File: src/sv/dbs_pkg.sv
// Shared command codes, status codes and result type for the deque/bag store.
package dbs_pkg;

  localparam logic [2:0] CMD_PUSH_FRONT = 3'd0;
  localparam logic [2:0] CMD_PUSH_BACK  = 3'd1;
  localparam logic [2:0] CMD_POP_FRONT  = 3'd2;
  localparam logic [2:0] CMD_POP_BACK   = 3'd3;
  localparam logic [2:0] CMD_CONTAINS   = 3'd4;
  localparam logic [2:0] CMD_REMOVE     = 3'd5;
  localparam logic [2:0] CMD_PEEK       = 3'd6;
  localparam logic [2:0] CMD_NOP        = 3'd7;

  localparam logic [1:0] STATUS_OK    = 2'd0;
  localparam logic [1:0] STATUS_EMPTY = 2'd1;
  localparam logic [1:0] STATUS_FULL  = 2'd2;

  localparam int OUT_DATA_W = 80;

  typedef struct packed {
    logic        is_empty;
    logic [4:0]  entry_count;
    logic [31:0] back_value;
    logic [31:0] front_value;
    logic        found;
    logic [1:0]  status;
  } result_t;

endpackage

File: src/sv/deque_bag_store_top.sv
// Top level of the deque/bag store: sequencer, address unit, entry memory, output register.
//
// Input stream: s_tuser carries the command (push front/back, pop front/back,
// contains, remove first match, peek), s_tdata the signed word it acts on.
// Each accepted word gives exactly one result word on the m_ stream with the
// status, found flag, front and back entries, entry count and empty flag.
// Entries live in a ring buffer in a single-port-read memory; one sequencer
// walks it one slot per cycle through a shared address adder.
// Contains scans the entries from the front up to the first match (or all of
// them when nothing matches); remove also moves each entry behind the match
// one slot toward the front. s_tready is high only while the sequencer is
// idle, so the next word is taken in the cycle after a result leaves the
// sequencer, and no new word is accepted while a command is in progress.
// The output register frees the sequencer: a finished result waits there
// while the next word is accepted; if m_tready stays low, the following
// result holds in the sequencer and s_tready stays low.
// Reset (rst, synchronous) empties the store and drops m_tvalid.
module deque_bag_store_top #(
  parameter int DEPTH      = 16,
  parameter int WORD_WIDTH = 32
) (
  input  logic        clk,
  input  logic        rst,
  input  logic        s_tvalid,
  output logic        s_tready,
  input  logic [31:0] s_tdata,   // value[31:0]
  input  logic [2:0]  s_tuser,   // cmd[2:0]
  output logic        m_tvalid,
  input  logic        m_tready,
  // status[1:0], found[2], front_value[34:3], back_value[66:35],
  // entry_count[71:67], is_empty[72], zero[79:73]
  output logic [dbs_pkg::OUT_DATA_W-1:0] m_tdata
);

  localparam int AW = $clog2(DEPTH);
  localparam int CW = $clog2(DEPTH + 1);
  localparam int PAD_W = dbs_pkg::OUT_DATA_W - $bits(dbs_pkg::result_t);

  logic                  res_valid;
  logic                  res_ready;
  dbs_pkg::result_t      res;
  logic                  ram_we;
  logic [AW-1:0]         ram_waddr;
  logic [WORD_WIDTH-1:0] ram_wdata;
  logic [AW-1:0]         ram_raddr;
  logic [WORD_WIDTH-1:0] ram_rdata;
  logic [AW-1:0]         agu_base;
  logic [AW-1:0]         agu_off;
  logic [AW-1:0]         agu_addr;
  logic [WORD_WIDTH-1:0] in_value;

  assign in_value  = WORD_WIDTH'($signed(s_tdata));
  assign res_ready = !m_tvalid || m_tready;

  dbs_ctrl #(
    .DEPTH      (DEPTH),
    .WORD_WIDTH (WORD_WIDTH),
    .AW         (AW),
    .CW         (CW)
  ) u_ctrl (
    .clk       (clk),
    .rst       (rst),
    .in_valid  (s_tvalid),
    .in_ready  (s_tready),
    .in_cmd    (s_tuser),
    .in_value  (in_value),
    .res_valid (res_valid),
    .res_ready (res_ready),
    .res       (res),
    .ram_we    (ram_we),
    .ram_waddr (ram_waddr),
    .ram_wdata (ram_wdata),
    .ram_raddr (ram_raddr),
    .ram_rdata (ram_rdata),
    .agu_base  (agu_base),
    .agu_off   (agu_off),
    .agu_addr  (agu_addr)
  );

  dbs_agu #(
    .DEPTH (DEPTH),
    .AW    (AW)
  ) u_agu (
    .base (agu_base),
    .off  (agu_off),
    .addr (agu_addr)
  );

  dbs_ram #(
    .DEPTH      (DEPTH),
    .WORD_WIDTH (WORD_WIDTH),
    .AW         (AW)
  ) u_ram (
    .clk   (clk),
    .we    (ram_we),
    .waddr (ram_waddr),
    .wdata (ram_wdata),
    .raddr (ram_raddr),
    .rdata (ram_rdata)
  );

  always_ff @(posedge clk) begin
    if (rst) begin
      m_tvalid <= 1'b0;
    end else if (res_ready) begin
      m_tvalid <= res_valid;
    end
  end

  always_ff @(posedge clk) begin
    if (res_valid && res_ready) begin
      m_tdata <= {PAD_W'(0), res};
    end
  end

  a_busy_after_accept: assert property (@(posedge clk) disable iff (rst)
    s_tvalid && s_tready |=> !s_tready)
    else $error("input accepted again while a command is in progress");

  a_result_loads: assert property (@(posedge clk) disable iff (rst)
    res_valid && res_ready |=> m_tvalid)
    else $error("finished result did not reach the output register");

  a_found_only_ok: assert property (@(posedge clk) disable iff (rst)
    res_valid |-> !(res.found && res.status != dbs_pkg::STATUS_OK))
    else $error("found flag set on a failed command");

endmodule

File: src/sv/dbs_ram.sv
// Entry storage: one write port, one registered read port.
module dbs_ram #(
  parameter int DEPTH      = 16,
  parameter int WORD_WIDTH = 32,
  parameter int AW         = 4
) (
  input  logic                  clk,
  input  logic                  we,
  input  logic [AW-1:0]         waddr,
  input  logic [WORD_WIDTH-1:0] wdata,
  input  logic [AW-1:0]         raddr,
  output logic [WORD_WIDTH-1:0] rdata
);

  logic [WORD_WIDTH-1:0] mem [DEPTH];

  always_ff @(posedge clk) begin
    if (we) begin
      mem[waddr] <= wdata;
    end
    rdata <= mem[raddr];
  end

endmodule

File: src/sv/dbs_agu.sv
// Shared address unit: base plus offset, wrapped around the ring of DEPTH slots.
module dbs_agu #(
  parameter int DEPTH = 16,
  parameter int AW    = 4
) (
  input  logic [AW-1:0] base,
  input  logic [AW-1:0] off,
  output logic [AW-1:0] addr
);

  localparam int SW = AW + 1;
  localparam logic [SW-1:0] DEPTH_S = SW'(DEPTH);

  logic [SW-1:0] sum;
  logic [SW-1:0] wrapped;

  always_comb begin
    sum     = SW'(base) + SW'(off);
    wrapped = (sum >= DEPTH_S) ? (sum - DEPTH_S) : sum;
    addr    = wrapped[AW-1:0];
  end

endmodule

File: src/sv/dbs_ctrl.sv
// Sequencer: runs each command over the ring buffer one memory access per cycle.
module dbs_ctrl #(
  parameter int DEPTH      = 16,
  parameter int WORD_WIDTH = 32,
  parameter int AW         = 4,
  parameter int CW         = 5
) (
  input  logic                  clk,
  input  logic                  rst,
  input  logic                  in_valid,
  output logic                  in_ready,
  input  logic [2:0]            in_cmd,
  input  logic [WORD_WIDTH-1:0] in_value,
  output logic                  res_valid,
  input  logic                  res_ready,
  output dbs_pkg::result_t      res,
  output logic                  ram_we,
  output logic [AW-1:0]         ram_waddr,
  output logic [WORD_WIDTH-1:0] ram_wdata,
  output logic [AW-1:0]         ram_raddr,
  input  logic [WORD_WIDTH-1:0] ram_rdata,
  output logic [AW-1:0]         agu_base,
  output logic [AW-1:0]         agu_off,
  input  logic [AW-1:0]         agu_addr
);

  localparam logic [2:0] ST_IDLE    = 3'd0;
  localparam logic [2:0] ST_EXEC    = 3'd1;
  localparam logic [2:0] ST_SCAN    = 3'd2;
  localparam logic [2:0] ST_SHIFT   = 3'd3;
  localparam logic [2:0] ST_FETCH_F = 3'd4;
  localparam logic [2:0] ST_FETCH_B = 3'd5;
  localparam logic [2:0] ST_RESULT  = 3'd6;

  localparam logic [CW-1:0] FULL_COUNT = CW'(DEPTH);

  logic [2:0]            state, state_next;
  logic [AW-1:0]         head, head_next;
  logic [CW-1:0]         count, count_next;
  logic [2:0]            cmd, cmd_next;
  logic [WORD_WIDTH-1:0] val, val_next;
  logic [AW-1:0]         idx, idx_next;
  logic [AW-1:0]         wptr, wptr_next;
  logic [AW-1:0]         rd_addr;
  logic [1:0]            status, status_next;
  logic                  found, found_next;
  logic [WORD_WIDTH-1:0] front, front_next;
  logic                  is_full, is_empty;

  assign is_full  = (count == FULL_COUNT);
  assign is_empty = (count == '0);

  always_comb begin
    state_next  = state;
    head_next   = head;
    count_next  = count;
    cmd_next    = cmd;
    val_next    = val;
    idx_next    = idx;
    wptr_next   = wptr;
    status_next = status;
    found_next  = found;
    front_next  = front;
    ram_we      = 1'b0;
    ram_waddr   = agu_addr;
    ram_wdata   = val;
    agu_base    = head;
    agu_off     = '0;
    ram_raddr   = agu_addr;
    in_ready    = (state == ST_IDLE);
    res_valid   = (state == ST_RESULT);

    case (state)
      ST_IDLE: begin
        if (in_valid) begin
          cmd_next    = in_cmd;
          val_next    = in_value;
          status_next = dbs_pkg::STATUS_OK;
          found_next  = 1'b0;
          state_next  = ST_EXEC;
        end
      end
      ST_EXEC: begin
        state_next = ST_FETCH_F;
        case (cmd)
          dbs_pkg::CMD_PUSH_FRONT: begin
            agu_off = AW'(DEPTH - 1);
            if (is_full) begin
              status_next = dbs_pkg::STATUS_FULL;
            end else begin
              ram_we     = 1'b1;
              head_next  = agu_addr;
              count_next = count + CW'(1);
            end
          end
          dbs_pkg::CMD_PUSH_BACK: begin
            agu_off = AW'(count);
            if (is_full) begin
              status_next = dbs_pkg::STATUS_FULL;
            end else begin
              ram_we     = 1'b1;
              count_next = count + CW'(1);
            end
          end
          dbs_pkg::CMD_POP_FRONT: begin
            agu_off = AW'(1);
            if (is_empty) begin
              status_next = dbs_pkg::STATUS_EMPTY;
            end else begin
              head_next  = agu_addr;
              count_next = count - CW'(1);
            end
          end
          dbs_pkg::CMD_POP_BACK: begin
            if (is_empty) begin
              status_next = dbs_pkg::STATUS_EMPTY;
            end else begin
              count_next = count - CW'(1);
            end
          end
          dbs_pkg::CMD_CONTAINS, dbs_pkg::CMD_REMOVE: begin
            // read slot 0 now, compare it in the scan state
            if (is_empty) begin
              status_next = dbs_pkg::STATUS_EMPTY;
            end else begin
              idx_next   = '0;
              state_next = ST_SCAN;
            end
          end
          dbs_pkg::CMD_PEEK: begin
            if (is_empty) begin
              status_next = dbs_pkg::STATUS_EMPTY;
            end
          end
          default: begin
          end
        endcase
      end
      ST_SCAN: begin
        // rdata holds entry idx; the read of idx+1 goes out meanwhile
        agu_base = rd_addr;
        agu_off  = AW'(1);
        if (ram_rdata == val) begin
          found_next = 1'b1;
          if (cmd == dbs_pkg::CMD_REMOVE) begin
            if (CW'(idx) + CW'(1) == count) begin
              count_next = count - CW'(1);
              state_next = ST_FETCH_F;
            end else begin
              wptr_next  = rd_addr;
              state_next = ST_SHIFT;
            end
          end else begin
            state_next = ST_FETCH_F;
          end
        end else if (CW'(idx) + CW'(1) == count) begin
          state_next = ST_FETCH_F;
        end else begin
          idx_next = idx + AW'(1);
        end
      end
      ST_SHIFT: begin
        // rdata holds entry idx+1; move it down into the slot at wptr
        agu_base   = rd_addr;
        agu_off    = AW'(1);
        ram_we     = 1'b1;
        ram_waddr  = wptr;
        ram_wdata  = ram_rdata;
        wptr_next  = rd_addr;
        idx_next   = idx + AW'(1);
        if (CW'(idx) + CW'(2) == count) begin
          count_next = count - CW'(1);
          state_next = ST_FETCH_F;
        end
      end
      ST_FETCH_F: begin
        ram_raddr  = head;
        state_next = ST_FETCH_B;
      end
      ST_FETCH_B: begin
        front_next = ram_rdata;
        agu_off    = AW'(count - CW'(1));
        state_next = ST_RESULT;
      end
      ST_RESULT: begin
        // hold the back address so rdata stays on the back entry
        agu_off = AW'(count - CW'(1));
        if (res_ready) begin
          state_next = ST_IDLE;
        end
      end
      default: begin
        state_next = ST_IDLE;
      end
    endcase
  end

  always_comb begin
    res.status      = status;
    res.found       = found;
    res.entry_count = 5'(count);
    res.is_empty    = is_empty;
    if (is_empty) begin
      res.front_value = '0;
      res.back_value  = '0;
    end else begin
      res.front_value = 32'($signed(front));
      res.back_value  = 32'($signed(ram_rdata));
    end
  end

  always_ff @(posedge clk) begin
    if (rst) begin
      state <= ST_IDLE;
      head  <= '0;
      count <= '0;
    end else begin
      state <= state_next;
      head  <= head_next;
      count <= count_next;
    end
  end

  always_ff @(posedge clk) begin
    cmd     <= cmd_next;
    val     <= val_next;
    idx     <= idx_next;
    wptr    <= wptr_next;
    status  <= status_next;
    found   <= found_next;
    front   <= front_next;
    rd_addr <= ram_raddr;
  end

endmodule

File: config.mk
export PLATFORM = sky130hd
export DESIGN_NAME = deque_bag_store_top
export DESIGN_NICKNAME = d
export VERILOG_FILES = /design/src/sv/dbs_pkg.sv /design/src/sv/deque_bag_store_top.sv /design/src/sv/dbs_ram.sv /design/src/sv/dbs_agu.sv /design/src/sv/dbs_ctrl.sv
export SDC_FILE = /design/constraint.sdc
export NUM_CORES = 1
export LEC_CHECK = 0
export BUFFER_PORTS_ARGS = -buffer_cell sky130_fd_sc_hd__buf_2
export CAP_MARGIN = 20
export CORE_MARGIN = 10
export CORE_UTILIZATION = 45
export DETAILED_ROUTE_END_ITERATION = 6
export SLEW_MARGIN = 30
export SYNTH_ARGS = -nofsm -noshare
export SYNTH_HDL_FRONTEND = slang
export SYNTH_SLANG_ARGS = --single-unit
File: constraint.sdc
create_clock -name clk -period 9.35 [get_ports clk]
set_clock_uncertainty 0.05 [all_clocks]
set_input_delay 1.4025 -clock clk [delete_from_list [all_inputs] [get_ports clk]]
set_output_delay 1.4025 -clock clk [all_outputs]
set_load 0.02 [all_outputs]
; Word level (Yosys, flattened, before mapping)
; Memories as Yosys holds them, arrays and structs flattened. A register that Yosys moved wholly into a read port is not among the register bits.
; Index checks and enable logic that the tools add are counted.
[op_classes]
n_addsub = 7
n_lt_le_gt_ge = 1
eq_ne = 35
mux = 50
reduce_logical = 25
[op_table]
columns = op, n
row1 = $mux W4, 13
row2 = $pmux W4 S3, 3
row3 = $eq A32 B32 Y1, 1
row4 = $mux W32, 1
row5 = $mux W5, 6
row6 = $mux W3, 9
row7 = $pmux W3 S7, 1
row8 = $eq A3 B3 Y1 const B, 6
row9 = $pmux W4 S2, 2
row10 = $pmux W5 S3, 1
row11 = $ne A2 B2 Y1 const B, 7
row12 = $eq A3 B2 Y1 const B, 4
row13 = $ne A3 B3 Y1 const B, 4
row14 = $reduce_and A4 Y1, 3
row15 = $eq A5 B5 Y1, 2
row16 = $ne A2 B1 Y1 const B, 5
row17 = $pmux W5 S2, 1
row18 = $reduce_and A5 Y1, 2
row19 = $reduce_or A2 Y1, 5
row20 = $pmux W2 S2, 2
row21 = $reduce_and A8 Y1, 1
row22 = $reduce_bool A2 Y1, 4
row23 = $eq A3 B1 Y1 const B, 2
row24 = $logic_not A3 Y1, 2
row25 = other kinds (22), 31
[word_totals]
reg_bits = 168
mem_bits_rw = 512
inputBits = 39
out_inout_bits = 82
mem_count = 1
[memory_table]
columns = name, words, width, rd, rd_ports_with_merged_regs, write_ports, line_no
row1 = u_ram.mem, 16, 32, 1, 1, 1, dbs_ram.sv:15  ; logic [WORD_WIDTH-1:0] mem [DEPTH];

; Longest topological paths before layout
; Gate-level depths: netlist of the first run.
[logic_depth]
ltp_word = 8
ltp_mapped = 15
mapped_depth_nobuf = 12

; By module
; A second synthesis of the first run with hierarchy kept.
[unflattened]
cells_unflattened = 1361
hier_area_um2 = 27278.7
[by_module_without_submodules]
columns = module, n_inst, cells_per_inst, area_per_inst_um2, seq_area_each_um2
row1 = dbs_ram, 1, 838, 19835.3, 16015.4
row2 = dbs_ctrl, 1, 428, 5039.8, 2662.6
row3 = deque_bag_store_top, 1, 86, 2303.5, 2212.1
row4 = dbs_agu, 1, 9, 100.1, 0.0

; Worst setup path before layout of the first run
; OpenSTA, ideal clock, no wires.
[synth_path]
kind = input to register
start = input port m_tready
end = register m_tdata[0] (netlist name) (enable)
setup_time_ns = 0.505
t_arrival_ns = 4.500
path_slack_ns = 4.295
cell_stages = 2
n_path_buf = 0
path_cell_list = nor2b_1 nor2_1
[synth_via]
elab_chain_len = 2
[synth_rtl]
columns = item, line_no
row1 = from (decl), deque_bag_store_top.sv:29  ; input logic m_tready,
row2 = $logic_or A1 B1 Y1, deque_bag_store_top.sv:53  ; assign res_ready = !m_tvalid || m_tready;
row3 = $logic_and A1 B1 Y1, deque_bag_store_top.sv:111  ; if (res_valid && res_ready) begin
row4 = to (signal assigned), deque_bag_store_top.sv:112  ; m_tdata <= {PAD_W'(0), res};
row5 = to (decl), deque_bag_store_top.sv:32  ; output logic [dbs_pkg::OUT_DATA_W-1:0] m_tdata
; No other way between the ends.
; A chain may end at the register's enable or synchronous reset.

; Worst setup path after layout of the first run
[layout_path]
start = register u_ctrl.state[1]
end = register u_ram.rdata[4], read port of u_ram.mem
[layout_via]
elab_chain_len = 7
elab_cells_between_ends = 15
classes_between = 2 x add/sub / 1 x order compare / 6 x eq/ne / 4 x mux / 2 x reduce/logical
[layout_rtl]
columns = item, line_no
row1 = from (decl), dbs_ctrl.sv:37  ; logic [2:0] state, state_next;
row2 = from (signal assigned), dbs_ctrl.sv:218  ; state <= state_next;
row3 = $eq A3 B3 Y1 / $eq A3 B2 Y1 (equally long branches), dbs_ctrl.sv:73  ; case (state)
row4 = $reduce_or A2 Y1 (no line), -
row5 = $pmux W4 S3 / $mux W4 (equally long branches), dbs_ctrl.sv:73
row6 = $add A4 B4 Y5, dbs_agu.sv:18  ; sum = SW'(base) + SW'(off);
row7 = $sub A4 B1 Y4 / $ge A5 B5 Y1 (equally long branches), dbs_agu.sv:19  ; wrapped = (sum >= DEPTH_S) ? (sum - DEPTH_S) : sum;
row8 = $mux W4, dbs_agu.sv:19
row9 = $mux W4 *, dbs_ctrl.sv:73
row10 = to (decl), dbs_ram.sv:12  ; output logic [WORD_WIDTH-1:0] rdata
; Mark *: on every way between the ends. The rest lies on a longest branch, timed or not.

==> flow_summary_export.csv, run 1 <==
group,metric,value,unit
status,status,"completed",
final_layout,area_growth,13.21,%
routing,wl_per_cell,24.47,um
global_route,grt_pass1_wl,102600,um
placed_design,place_area,0.03078,mm2
synthesis,ys_ff_latch,712,
global_route,grt_max_degree,80,
min_path,min-delay-start,"u_ctrl.status[0]",
clock_tree,cts_root_buf,"clkbuf_16",
floorplanning,num_io_pins,121,
floorplanning,initial_utilization,45.44,%
placed_design,hpwlAfterDp,39230,um
min_path,hold-path-endpoint,"m_tdata[0]",
global_route,grt-ovfl-total,0,
global_route,grt-busiest-layer,"met2",
clock_tree,cts-resized-gates,0,
synthesis,synth_fa_ha_area_share,0.4100,%
synthesis,synth_flop_cell,"edfxtp_1",
min_path,hp-class,"flop to flop",
setup_path,crit_chain,"inv_1 -> o21ai_0 -> a22oi_1 -> ha_1 -> fa_1 -> xnor2_1 -> nand2_1 -> o21ai_4 -> buf_4 -> inv_2 -> buf_4 -> o211ai_1 -> nand4_1",
setup_path,critPathMaxFanout,65,
global_route,grt_util_met2,28.46,%
setup_path,cp_num_buf_inv,4,
setup_path,timing.rr.end,"u_ram.rdata[4]",
clock_tree,hold_buffers,0,
power,vdd_drop_max,0.1799,mV
synthesis,synth-edff-count,663,
synthesis,ys_seq_area_share,71.31,%
floorplanning,core_area,0.06446,mm2
final_layout,fin_area,0.03316,mm2
global_route,grt_use_total,18.20,%
synthesis,ys_warn_count,0,
placed_design,placed_cells,2711,
synthesis,synth.most_common_cell,"edfxtp_1",
timing,relSlewSlack,32.90,%
global_route,grt_pass1_vias,15856,
synthesis,async_flop_share,0,%
setup_path,slowest_delay,0.73,ns
synthesis,synth_top_family_by_area,"multiplexers",
setup_path,end_kind,"flop",
floorplanning,rows,93,
routing,num_vias,16009,
clock_tree,postCtsSetupRepairBufs,0,
routing,viasPerCell,5.613,
synthesis,netlist_top_cells_count,"edfxtp_1 (663), mux2i_1 (387), nand2_1 (118)",
global_route,grtUsageMet3,4.255,%
floorplanning,die-area,0.07571,mm2
timing,fin_tns_setup,0,ns
synthesis,synth_top_area_cell,"edfxtp_1",
clock_tree,cts.path.max_buffers,3,
floorplanning,die_w,275.2,um
routing,drt_wl_total,69800,um
synthesis,synth_compound_area_share,3.682,%
synthesis,synth_cell_types,71,
final_layout,final_net_count,1983,
timing,finalSetupViolCount,0,
synthesis,synthSimpleGateAreaFrac,7.115,%
synthesis,synth_top_area_share,67.96,%
timing,post-route-period-util,51.23,%
setup_path,r2r_start,"u_ctrl.state[1]",
setup_path,rr_worst_depth,13,
synthesis,synth_mux_area_share,13.50,%
timing,max_freq,208.8,MHz
synthesis,synth.area.top_cells,"edfxtp_1 (68%), mux2i_1 (13%), dfxtp_1 (3.3%)",
routing,drc,0,
setup_path,critPathKind,"flop to flop",
setup_path,crit_slowest_cell,"dfxtp_1",
synthesis,netlist_area,0.02930,mm2
setup_path,critical_path_required,9.79,ns
timing,rsz0062_at_grt,"false",
power,p_per_area,250.1,mW/mm2
global_route,met1_usage,24.86,%
synthesis,synthXorXnorAreaFrac,1.277,%
routing,dr.pass1.iters,6,
synthesis,netlist_instances,1827,
floorplanning,die_h,275.2,um
clock_tree,cts_tree,"built",
clock_tree,h-tree-depth,3,
placed_design,gp_congestion,0.8266,
min_path,holdPathStages,0,
job,max_cap_violations,0,
clock_tree,numCtsBuffers,76,
timing,worstMarginPinSlew,1.007,ns
setup_path,crit_family,"buffers and inverters",
synthesis,post_synth.cell_area_avg,16.03,um2
setup_path,critPathArrivalTime,5.23,ns
final_layout,drive_gt1_share,15.23,%
clock_tree,clk_pin_slew,0.06,ns
timing,drv_slew,0,
clock_tree,cts_sinks,712,
timing,hold_viol,0,
power,p_leak,11.48,nW
routing,ant_nets,0,
timing,min_period,4.790,ns
final_layout,fillers,5292,
global_route,antenna_found_initial,0,
placed_design,numPortBuffers,113,
final_layout,final_cells,2852,
routing,drt_iter0_markers,1368,
setup_path,critPathLaunchType,"flop",
setup_path,r2r_setup_slack,4.56,ns
clock_tree,clkLatencyLatePin,0.63,ns
setup_path,cpMostUsedCell,"buf_4",
layout by cell type (no fill, tap or decap), drive strengths merged, types with 7 or more instances in the layout:
cell type / n
nand4: 106
xnor2: 35
o21ai: 9
inv: 14
a21oi: 30
clkbuf: 96
nor2b: 69
nor3: 7
ha: 8
nand2b: 7
nand2: 118
edfxtp: 663
clkinv: 37
mux2i: 387
mux2: 7
o211ai: 67
conb: 7
nor2: 34
a31oi: 7
buf: 147
dfxtp: 49
per-layer routing:
metal | part of all wire [%] | up-vias
met3 | 7.3 | 106
met2 | 46 | 499
met5 | 0 | -
li1 | - | 7288
met1 | 44 | 8116
met4 | 2.7 | 0
kinds of logic after synthesis:
logic type,after synthesis
compound gates,150
xor+xnor,41
fa+ha+maj,9
buf+inv,136
flops,712
mux,394
other cells,1
simple gates,384
power by group:
| part | switching (W) | internal [W] | leakage (nW) |
|---|---|---|---|
| sequential | 0.000241 | 0.00376 | 6.41 |
| combinational | 0.000920 | 0.000536 | 3.90 |
| clock | 0.00122 | 0.00161 | 1.17 |
layout make-up:
| class | instances | area, um2 | area share [%] |
|---|---|---|---|
| diodes | 1 | 2.502 | 0.007545 |
| well taps | 855 | 1070 | 3.226 |
| inverters | 12 | 45.04 | 0.1358 |
| clock buffers | 95 | 2033 | 6.131 |
| multi-input cells | 985 | 7889 | 23.79 |
| flip-flops and latches | 712 | 20890 | 62.99 |
| repair buffers | 148 | 894.6 | 2.698 |
| clock inverters | 44 | 340.3 | 1.026 |
registers in the layout (all words and copies together) (netlist names):
register and flops:
u_ctrl.count 5, u_ctrl.front 32, u_ram.mem 512, u_ctrl.idx 4, u_ctrl.cmd 3, u_ram.rdata 32, u_ctrl.val 32, u_ctrl.found 1
u_ctrl.rd_addr 4, m_tvalid 1, m_tdata 73, u_ctrl.state 3, u_ctrl.wptr 4, u_ctrl.head 4, u_ctrl.status 2
worst max-delay path by stage:
| stage | endpoint | start | cells past startpoint |
|---|---|---|---|
| 2_1_floorplan | m_tdata[0] | m_tready | 2 |
| 3_3_place_gp | u_ram.mem[14][6] | u_ctrl.state[2] | 11 |
| 3_5_place_dp | u_ram.rdata[8] | u_ctrl.state[1] | 13 |
| 4_1_cts | u_ram.rdata[8] | u_ctrl.state[1] | 13 |
| 5_1_grt | u_ram.rdata[13] | u_ctrl.state[1] | 13 |
| 6_report | u_ram.rdata[4] | u_ctrl.state[1] | 13 |
per-stage QoR:
stage	worst slack (ns)	power, W	hold slack (ns)	util, %
3_5_place_dp	4.676	0.005517	0.3643	47.74
5_1_grt	4.201	0.008620	0.3816	51.44
2_1_floorplan	4.295	0.005027	0.3503	-
4_1_cts	4.660	0.008358	0.3779	51.42
6_report	4.560	0.008294	0.3752	51.45
3_3_place_gp	4.812	0.005488	0.3601	47.63
Note: power is estimated with default switching activity, not from simulation.
==> run 2: changes to the inputs <==
--- a/config.mk
+++ b/config.mk
@@ -5,6 +5,7 @@
 export SDC_FILE = /design/constraint.sdc
 export NUM_CORES = 1
 export LEC_CHECK = 0
+export ABC_AREA = 1
 export BUFFER_PORTS_ARGS = -buffer_cell sky130_fd_sc_hd__buf_2
 export CAP_MARGIN = 20
 export CORE_MARGIN = 10
==> constraint.sdc (replaced) <==
create_clock -name clk -period 4.7 [get_ports clk]
set_clock_uncertainty 0.05 [all_clocks]
set_input_delay 0.705 -clock clk [delete_from_list [all_inputs] [get_ports clk]]
set_output_delay 0.705 -clock clk [all_outputs]
set_load 0.02 [all_outputs]
==> run 2 against run 1 <==
Net effect: cell count increased by 27%; synthesized area grew 0.19%; global-route usage rose by 1.1 points; non-clock buffer count is 31 higher; critical path depth rose by 1; critical endpoint is now u_ram.rdata[19]; largest cell class unchanged.
==> flow_summary_export.csv, run 2 <==
group,metric,value,unit
routing,num_vias,19251,
synthesis,synth_cell_types,42,
final_layout,final_net_count,2760,
min_path,hp-class,"input port to flop",
setup_path,slowest_delay,0.69,ns
timing,worstMarginPinSlew,0.8687,ns
clock_tree,numCtsBuffers,73,
clock_tree,clk_pin_slew,0.06,ns
final_layout,reg.largest.list,"u_ram.mem (512), m_tdata (73)",
power,total_power,0.02090,W
routing,drt_iter0_markers,2056,
timing,hold_ws,0.2142,ns
routing,dr.pass1.iters,6,
clock_tree,h-tree-depth,3,
setup_path,critPathLaunchType,"flop",
floorplanning,die-area,0.07584,mm2
synthesis,netlist_area,0.02935,mm2
setup_path,r2r_start,"u_ctrl.state[2]",
final_layout,largest_reg_flops,512,
final_layout,utilization,52.08,%
final_layout,final_cell_mix,"edfxtp_1 (663), nand2_1 (629), inv_1 (252)",
final_layout,antenna_cells,0,
setup_path,critPathMaxFanout,33,
synthesis,ys_warn_count,0,
placed_design,numPortBuffers,113,
timing,max_freq,243.5,MHz
timing,post-route-period-util,87.40,%
floorplanning,die_w,275.4,um
power,p_leak,12.99,nW
setup_path,critPathKind,"flop to flop",
setup_path,cp_num_buf_inv,1,
setup_path,rr_worst_depth,14,
job,max_cap_violations,0,
global_route,antenna_found_initial,0,
timing,finalSetupViolCount,0,
clock_tree,cts-resized-gates,0,
timing,drv_slew,0,
clock_tree,cts_sinks,712,
synthesis,async_flop_share,0,%
synthesis,synth-edff-count,663,
clock_tree,cts_tree,"built",
synthesis,ys_ff_latch,712,
synthesis,post_synth.cell_area_avg,11.36,um2
timing,relSlewSlack,40.59,%
synthesis,synth.most_common_cell,"edfxtp_1",
power,clkPwrFrac,26.9,%
routing,viasPerCell,5.306,
global_route,grt_max_degree,107,
timing,fin_tns_setup,0,ns
global_route,grt_pass1_wl,111700,um
synthesis,synth_top_area_share,67.83,%
min_path,hold-path-endpoint,"u_ctrl.val[25]",
synthesis,synth_flop_cell,"edfxtp_1",
timing,rsz0062_at_grt,"false",
routing,drt_wl_total,73920,um
global_route,grt-ovfl-total,0,
placed_design,hpwlAfterDp,45100,um
synthesis,netlist_top_cells_count,"edfxtp_1 (663), nand2_1 (629), nor2_1 (268)",
power,pwr-share-seq,40.0,%
clock_tree,hold_buffers,0,
setup_path,critPathArrivalTime,4.60,ns
power,vdd_drop_max,0.3768,mV
power,p_per_area,622.6,mW/mm2
routing,wl_per_cell,20.37,um
floorplanning,die_h,275.4,um
power,p_int,0.01307,W
status,status,"completed",
setup_path,timing.rr.end,"u_ram.rdata[19]",
floorplanning,core_area,0.06446,mm2
setup_path,cpMostUsedCell,"nand2_1",
setup_path,crit_chain,"nand3_1 -> nand2_1 -> inv_1 -> o22ai_1 -> ha_1 -> a21o_1 -> a21oi_1 -> or2_1 -> nand2_1 -> nand2_2 -> nand3_4 -> nand2_4 -> nand2_1 -> nand2_1",
synthesis,ys_seq_area_share,71.17,%
min_path,min-delay-start,"s_tdata[25]",
clock_tree,cts.path.max_buffers,3,
setup_path,end_kind,"flop",
min_path,holdPathStages,1,
placed_design,gp_congestion,0.8838,
setup_path,r2r_setup_slack,0.59,ns
power,switching_power,0.007835,W
final_layout,final_common_cell,"edfxtp_1",
power,power_frac_comb,33.1,%
floorplanning,initial_utilization,45.53,%
final_layout,drive_gt1_share,11.90,%
global_route,grt_pass1_vias,18386,
clock_tree,clkLatencyLatePin,0.62,ns
setup_path,critical_path_required,5.19,ns
timing,min_period,4.108,ns
routing,ant_nets,0,
floorplanning,num_io_pins,121,
power,p_sw_share,37.48,%
clock_tree,cts_root_buf,"clkbuf_16",
synthesis,synth.area.top_cells,"edfxtp_1 (68%), nand2_1 (8.0%), o21ai_0 (4.2%)",
clock_tree,postCtsSetupRepairBufs,0,
final_layout,area_growth,14.39,%
synthesis,netlist_instances,2583,
timing,hold_viol,0,
setup_path,crit_slowest_cell,"nand2_4",
final_layout,top_register,"u_ram.mem",
synthesis,synth_top_area_cell,"edfxtp_1",
floorplanning,rows,93,
global_route,grt_use_total,19.26,%
setup_path,crit_family,"simple AND/OR/NAND/NOR gates",
final_layout,fillers,5541,
routing,drc,0,
run 2: cell types whose count changed in the layout (fill, tap and decap cells not counted), sizes merged, moves of 62 or more:
cell	previous run	this run
nor2b	69	1
nor2	34	271
inv	14	258
mux2i	387	0
nand4	106	5
nand2	118	633
nand3	6	68
o22ai	3	67
o21ai	9	312
run 2: layout make-up:
class,instances,area (um2),share of cell area [%]
flip-flops and latches,712,20890,62.22
multi-input cells,1490,7029,20.94
clock buffers,100,2031,6.048
repair buffers,179,1296,3.861
well taps,855,1070,3.186
inverters,256,962.2,2.866
clock inverters,36,296.5,0.8832
run 2: worst max path at each step:
stage                     cells past startpoint  slack, ns               to       startpoint
after CTS                                    14       0.64  u_ram.rdata[19]  u_ctrl.state[2]
after global placement                       13       0.67  u_ram.rdata[19]  u_ctrl.count[1]
after detailed placement                     14       0.68  u_ram.rdata[19]  u_ctrl.state[2]
after floorplan                               2       0.35       m_tdata[0]         m_tready
after global routing                         18       0.39  u_ram.rdata[28]  u_ctrl.state[2]
final                                        14       0.59  u_ram.rdata[19]  u_ctrl.state[2]
run 2: worst register-to-register path, stage by stage (launching register included):
cell and delay [ns]:
dfxtp_1 0.58, nand3_1 0.32, nand2_1 0.18, inv_1 0.08
o22ai_1 0.25, ha_1 0.30, a21o_1 0.16, a21oi_1 0.16
or2_1 0.17, nand2_1 0.08, nand2_2 0.10, nand3_4 0.50
nand2_4 0.71, nand2_1 0.27, nand2_1 0.13
run 2: power groups by stage:
stage | clock, W | combinational, W | sequential (W)
2_1_floorplan | 0 | 0.00484 | 0.00818
3_3_place_gp | 0 | 0.00670 | 0.00846
3_5_place_dp | 0 | 0.00681 | 0.00847
4_1_cts | 0.00573 | 0.00685 | 0.00834
5_1_grt | 0.00599 | 0.00775 | 0.00840
6_report | 0.00563 | 0.00691 | 0.00836
run 2: metal layers:
metal  track usage (%)  vias up  routed length [um]
met5                 0        -                   0
met4             6.989        0                2043
met3             3.514      136                6839
met2             29.23      773               32740
met1             27.43     9238               32300
li1                  -     9104                   -
run 2: through the flow:
step,cells,setup WS [ns],cell area (um2)
2_1_floorplan,2589,0.3529,29370
3_3_place_gp,3489,0.6659,31140
3_5_place_dp,3491,0.6756,31200
4_1_cts,3627,0.6414,33530
5_1_grt,3628,0.3946,33570
6_report,3628,0.5924,33570
run 2: cell families (layout without fill, tap and decap cells):
family | Yosys count | after routing | share of synthesized area, %
adder cells (fa/ha/maj) | 9 | 9 | 0.4093
flip-flops | 712 | 712 | 71.17
other | 1 | 7 | 0.01278
AO/OA/AOI/OAI | 470 | 470 | 8.999
AND/OR/NAND/NOR | 987 | 987 | 13.29
XOR/XNOR | 17 | 17 | 0.5073
buffers and inverters | 387 | 571 | 5.606
